### config.mk
export PLATFORM = sky130hd
export DESIGN_NAME = sst_cell
export DESIGN_NICKNAME = d
export VERILOG_FILES = /design/src/rtl/scoped_symbol_table_unit_assert.svh /design/src/rtl/sst_pkg.sv /design/src/rtl/sst_cell.sv
export SDC_FILE = /design/constraint.sdc
export NUM_CORES = 1
export LEC_CHECK = 0
export BUFFER_PORTS_ARGS = -buffer_cell sky130_fd_sc_hd__buf_2
export CORE_ASPECT_RATIO = 0.75
export CORE_MARGIN = 4
export CORE_UTILIZATION = 44
export CTS_CLUSTER_SIZE = 30
export DETAILED_ROUTE_END_ITERATION = 7
export GPL_TIMING_DRIVEN = 0
export PLACE_DENSITY = 0.85
export SYNTH_ARGS = -nofsm -noshare
export SYNTH_HDL_FRONTEND = slang
export SYNTH_SLANG_ARGS = --single-unit
### constraint.sdc
create_clock -name clk -period 9.9 [get_ports clk]
set_clock_uncertainty 0.2 [all_clocks]
set_input_delay 1.485 -clock clk [delete_from_list [all_inputs] [get_ports clk]]
set_output_delay 1.485 -clock clk [all_outputs]
set_load 0.01 [all_outputs]
### src/rtl/scoped_symbol_table_unit_assert.svh
// Assertion macros for the scoped symbol table unit.
// Used by modules that include this header; they expect clk and arst_n in scope.
`ifndef SCOPED_SYMBOL_TABLE_UNIT_ASSERT_SVH
`define SCOPED_SYMBOL_TABLE_UNIT_ASSERT_SVH

// Same-cycle implication, checked outside reset.
`define SST_ASSERT_NOW(label, ante, cons) \
	label: assert property (@(posedge clk) disable iff (!arst_n) (ante) |-> (cons)) \
		else $error("scoped symbol table check failed");

// Next-cycle implication, checked outside reset.
`define SST_ASSERT_NEXT(label, ante, cons) \
	label: assert property (@(posedge clk) disable iff (!arst_n) (ante) |=> (cons)) \
		else $error("scoped symbol table check failed");

`endif

### src/rtl/sst_pkg.sv
// Shared types and codes of the scoped symbol table unit.
// No dependencies; used by the cell, the top level and the testbench.
package sst_pkg;

	typedef enum logic [1:0] {
		CMD_ENTER  = 2'd0,
		CMD_EXIT   = 2'd1,
		CMD_INSERT = 2'd2,
		CMD_LOOKUP = 2'd3
	} cmd_t;

	typedef enum logic [1:0] {
		ST_OK       = 2'd0,
		ST_DUP      = 2'd1,
		ST_FULL     = 2'd2,
		ST_NOTFOUND = 2'd3
	} status_t;

	// Partial search result handed from cell to cell.
	typedef struct packed {
		logic       hit;
		logic       dup;
		logic [2:0] dtype;
		logic       func;
		logic [7:0] level;
	} hit_t;

	// Broadcast write of one entry.
	typedef struct packed {
		logic       en;
		logic [2:0] dtype;
		logic       func;
		logic [7:0] level;
	} ent_wr_t;

endpackage

### src/rtl/sst_cell.sv
// One cell of the symbol chain: holds one table entry and folds it into the
// search result passed along the chain. Depends on sst_pkg.
module sst_cell #(
	parameter int INDEX    = 0,
	parameter int KEY_BITS = 48,
	parameter int IW       = 8,
	parameter int CW       = 9
) (
	input  logic                  clk,
	input  sst_pkg::ent_wr_t      wr,
	input  logic [IW-1:0]         wr_idx,
	input  logic [KEY_BITS-1:0]   wr_key,
	input  logic [KEY_BITS-1:0]   cmp_key,
	input  logic [7:0]            cmp_level,
	input  logic [CW-1:0]         count,
	input  sst_pkg::hit_t         in_hit,
	input  logic [IW-1:0]         in_idx,
	output sst_pkg::hit_t         out_hit,
	output logic [IW-1:0]         out_idx
);

	logic [KEY_BITS-1:0] key_q;
	logic [2:0]          dtype_q;
	logic                func_q;
	logic [7:0]          level_q;
	logic                match;

	always_ff @(posedge clk) begin
		if (wr.en && wr_idx == IW'(INDEX)) begin
			key_q   <= wr_key;
			dtype_q <= wr.dtype;
			func_q  <= wr.func;
			level_q <= wr.level;
		end
	end

	// Only entries below the live count take part.
	assign match = (CW'(INDEX) < count) && (key_q == cmp_key);

	// A later cell is a more recent entry, so its hit overrides the one passed in.
	always_ff @(posedge clk) begin
		out_hit.hit <= in_hit.hit | match;
		out_hit.dup <= in_hit.dup | (match && level_q == cmp_level);
		if (match) begin
			out_hit.dtype <= dtype_q;
			out_hit.func  <= func_q;
			out_hit.level <= level_q;
			out_idx       <= IW'(INDEX);
		end else begin
			out_hit.dtype <= in_hit.dtype;
			out_hit.func  <= in_hit.func;
			out_hit.level <= in_hit.level;
			out_idx       <= in_idx;
		end
	end

endmodule

; Word level (Yosys, flattened, before mapping)
; Cells that the tools add are included.
[totals]
regBits = 82
inputBits = 157
output_inout_bits = 22
word_cells = 20
[classes]
n_lt_le_gt_ge = 1
eq_ne = 2
muxes = 1
bitwise = 2
reduce_logical = 4
[op_table]
columns = cell, count
row1 = $eq 48x48->1, 1
row2 = $mux 12, 1
row3 = $lt 1x9->1 const A, 1
row4 = $eq 8x8->1, 1
row5 = $logic_not 8->1, 1
row6 = $logic_and 1x1->1, 3
row7 = $or 1x1->1, 2

; Longest topological paths before layout
[depth]
ltp_word = 4
mapped_depth = 6
ltp_nobuf = 5

; Worst setup path before layout
; No wires, ideal clock.
[synth_path]
path_type = input to register
from = input port wr_idx[4]
to = register dtype_q[0] (enable)
setup_ns = 0.633
arrival_time_ns = 7.519
required_time_ns = 9.067
setup_slack_ns = 1.548
cell_stages = 3
n_path_buf = 0
path_cell_list = nor4b_1 -> nand2_1 -> nor4_1
[synth_between]
elab_chain_len = 2
[synth_rtl]
columns = item, line_no
row1 = start: declaration, sst_cell.sv:11  ; input logic [IW-1:0] wr_idx,
row2 = $logic_not 8->1, sst_cell.sv:29  ; if (wr.en && wr_idx == IW'(INDEX)) begin
row3 = $logic_and 1x1->1, sst_cell.sv:29
row4 = end signal: assignment, sst_cell.sv:31  ; dtype_q <= wr.dtype;
row5 = end: declaration, sst_cell.sv:23  ; logic [2:0] dtype_q;
; Every way passes these cells.
; A chain may end at the register's enable or synchronous reset.

; Worst setup path after layout
[layout_path]
from = input port wr_idx[4]
to = register key_q[2] (enable)
[layout_between]
elab_chain_len = 2
[layout_rtl]
columns = item, line_no
row1 = $logic_not 8->1, sst_cell.sv:29
row2 = $logic_and 1x1->1, sst_cell.sv:29
row3 = end signal: assignment, sst_cell.sv:30  ; key_q <= wr_key;
row4 = end: declaration, sst_cell.sv:22  ; logic [KEY_BITS-1:0] key_q;
; Every way passes these cells.

==> results.ini <==
[global_route]
antenna_found_initial = 0
grt_max_degree = 15
grt_use_total_pct = 16.5
grt_pass1_vias = 2355
grt_pass1_wl_mm = 10.7
grt_overflow = 0

[floorplan]
die_h_microns = 80.9
dieArea_sq_um = 8520
start_util_pct = 45.5
ioPinCount = 179
fp-row-count = 26
die_w_microns = 105
core_area_sq_um = 6860

[logic_synthesis]
synthSimpleGateAreaFrac_pct = 7.33
synth-seq-area-share_pct = 71.8
syn_avg_cell_area_sq_um = 16.5
synth-xor-area-share_pct = 15.7
syn_inst = 189
synthesis.area_sq_um = 3120
yosys_warnings = 0
ys_ff_latch = 82
synth_compound_area_share_pct = 0.281
synth_mux_area_share_pct = 4.33
synth-adder-area-share_pct = 0
ys_types = 17
synth_nets = 346
synth_top_family_by_area = XOR/XNOR gates

[cts]
ctsResizeCount = 0
clkLatencyLatePin_ps = 340
htreeDepth = 3
clkTransAtPathRegs_ps = 80
clock-root-buffer = clkbuf_8
cts_sinks = 82
cts_tree = built
cts_made_buffers = 9
clockBufferDepth = 2
holdBufCountCts = 0
post_cts_buffers = 0

[setup_path]
cp-startpoint = wr_idx[4]
reg2reg_depth = 6
slowest_delay_ps = 570
crit_type = in2reg
worstSetupEndpointType = flip-flop
crit_required_ps = 9750
r2r-start = key_q[39]
path_cells = buf_2 -> nor4b_1 -> nand2_1 -> nor4_2 -> buf_4 -> buf_4 -> buf_4 -> buf_4 -> buf_4
worst-endpoint-arrival_ps = 3590
r2r_end = out_hit[5]
critPathLaunchType = input port
crit_family = buffers and inverters
critPathBufInv = 6
cp_max_fo = 10
cp_common_cell = buf_4
rrSetupSlack_ps = 7480
crit_path_top_delay_cell = nor4_2

[sta]
max_freq_mhz = 267
hold_viol_final = 0
timing.final.ws_setup_ps = 6160
relSlewSlack_pct = 49.4
setup-violations-final = 0
whs_ps = 274
slew_violations = 0
worst_slew_pin_slew_ps = 752
final.period_utilization_pct = 37.8
rsz0062_at_grt = no
min_period_ps = 3740

[finish]
fill_cells = 520
drive_gt1_share_pct = 55.8
multi_input_area_sq_um = 870
final_core_util_pct = 64.3
area_growth_pct = 41.4
seq_area_sq_um = 2240
nets = 543
layout_common_cells = buf_2 (179), edfxtp_1 (60), xor2_1 (56)
layout_commonest_cell = buf_2
fin_area_sq_um = 4410
diodes = 0

[power_and_ir_drop]
total_power_mw = 0.682
ir_worst_vdd_mv = 0.0964
p_per_area_nw_per_um2 = 155
power_leakage_nw = 1.92

[route]
drc = 0
antenna_left = 0
routedWlPerCell_microns = 14.2
drtIter0Drc = 63
first_pass_iters = 4
wirelength_mm = 6.95
drt-vias-per-instance = 4.46
vias = 2183

[status]
outcome = finished, final reports clean

[placement]
hpwlAfterDp_mm = 5.76
port_buffers = 178
placed_area_sq_um = 4200
routabilityCongestion = 0.706
place_ws_ps = 5810

[worst_hold_path]
hp-start = dtype_q[1]
whs_endpoint = out_hit[10]
hold_path_depth = 1
hold_class = reg2reg

[run]
maxCapViolations = 0

-- metrics by stage --
step	cells	setup TNS (ps)
floorplan	189	0
global placement	465	-37340
detailed placement	473	0
CTS	489	0
global route	489	0
finish	489	0
-- report_power, final --
part	switching (mW)	leakage, nW	internal [mW]
Sequential	0.00124	0.725	0.373
Clock	0.113	0.0995	0.142
Combinational	0.0203	1.10	0.0332
-- how the worst max path moves through the flow --
stage	cells past startpoint	slack, ps	endpoint
CTS	9	6150	key_q[30]
global route	9	5980	key_q[25]
floorplan	3	1550	dtype_q[0]
detailed placement	9	5810	key_q[20]
finish	9	6160	key_q[2]
global placement	4	-630	key_q[20]
-- worst reg2reg max path: stages (launching register included) --
cell and delay [ps]:
edfxtp_1 380, xor2_1 150, nor4_1 320, nand4_1 250, nor4_4 460, buf_6 210
mux2_2 350
-- layout make-up --
type	count	share of cell area [%]
flip-flops and latches	82	50.8
repair buffers	186	21.5
multi-input cells	105	19.7
clock buffers	11	2.98
well taps	98	2.78
clock inverters	5	1.81
plain buffers	2	0.369
-- per-layer routing --
layer / up-vias / track usage (%) / share of wire, %
met5: - / 0 / 0
met2: 105 / 30.0 / 52
li1: 1080 / - / -
met4: 0 / 6.03 / 1.4
met3: 11 / 6.99 / 9.5
met1: 987 / 17.2 / 37
-- state kept, by name, indices dropped and copies added (netlist names) --
signal,cells
key_q,48
out_hit,14
level_q,8
out_idx,8
dtype_q,3
func_q,1
-- cell families (layout without fill, tap and decap cells) --
| group | after synthesis | in the layout |
|---|---|---|
| DFF | 82 | 82 |
| xor gates and xnor gates | 56 | 56 |
| and+or+nand+nor | 36 | 36 |
| muxes | 12 | 12 |
| buffers and inverters | 2 | 204 |
| AOI/OAI and AO/OA | 1 | 1 |
-- synth_stat cells, drive strengths merged --
master / n / area [sq um]
buf: 2 / 16.3
edfxtp: 60 / 1800
nor4b: 1 / 8.76
dfxtp: 22 / 440
nor4: 17 / 121
nand2: 2 / 7.51
nand3: 2 / 10.0
nor3: 1 / 5.00
nor2b: 8 / 50.1
xor2: 56 / 490
a31o: 1 / 8.76
nor2: 2 / 7.51
or2: 1 / 6.26
nand4: 2 / 12.5
mux2: 12 / 135
Note: power is estimated with default switching activity, not from simulation.
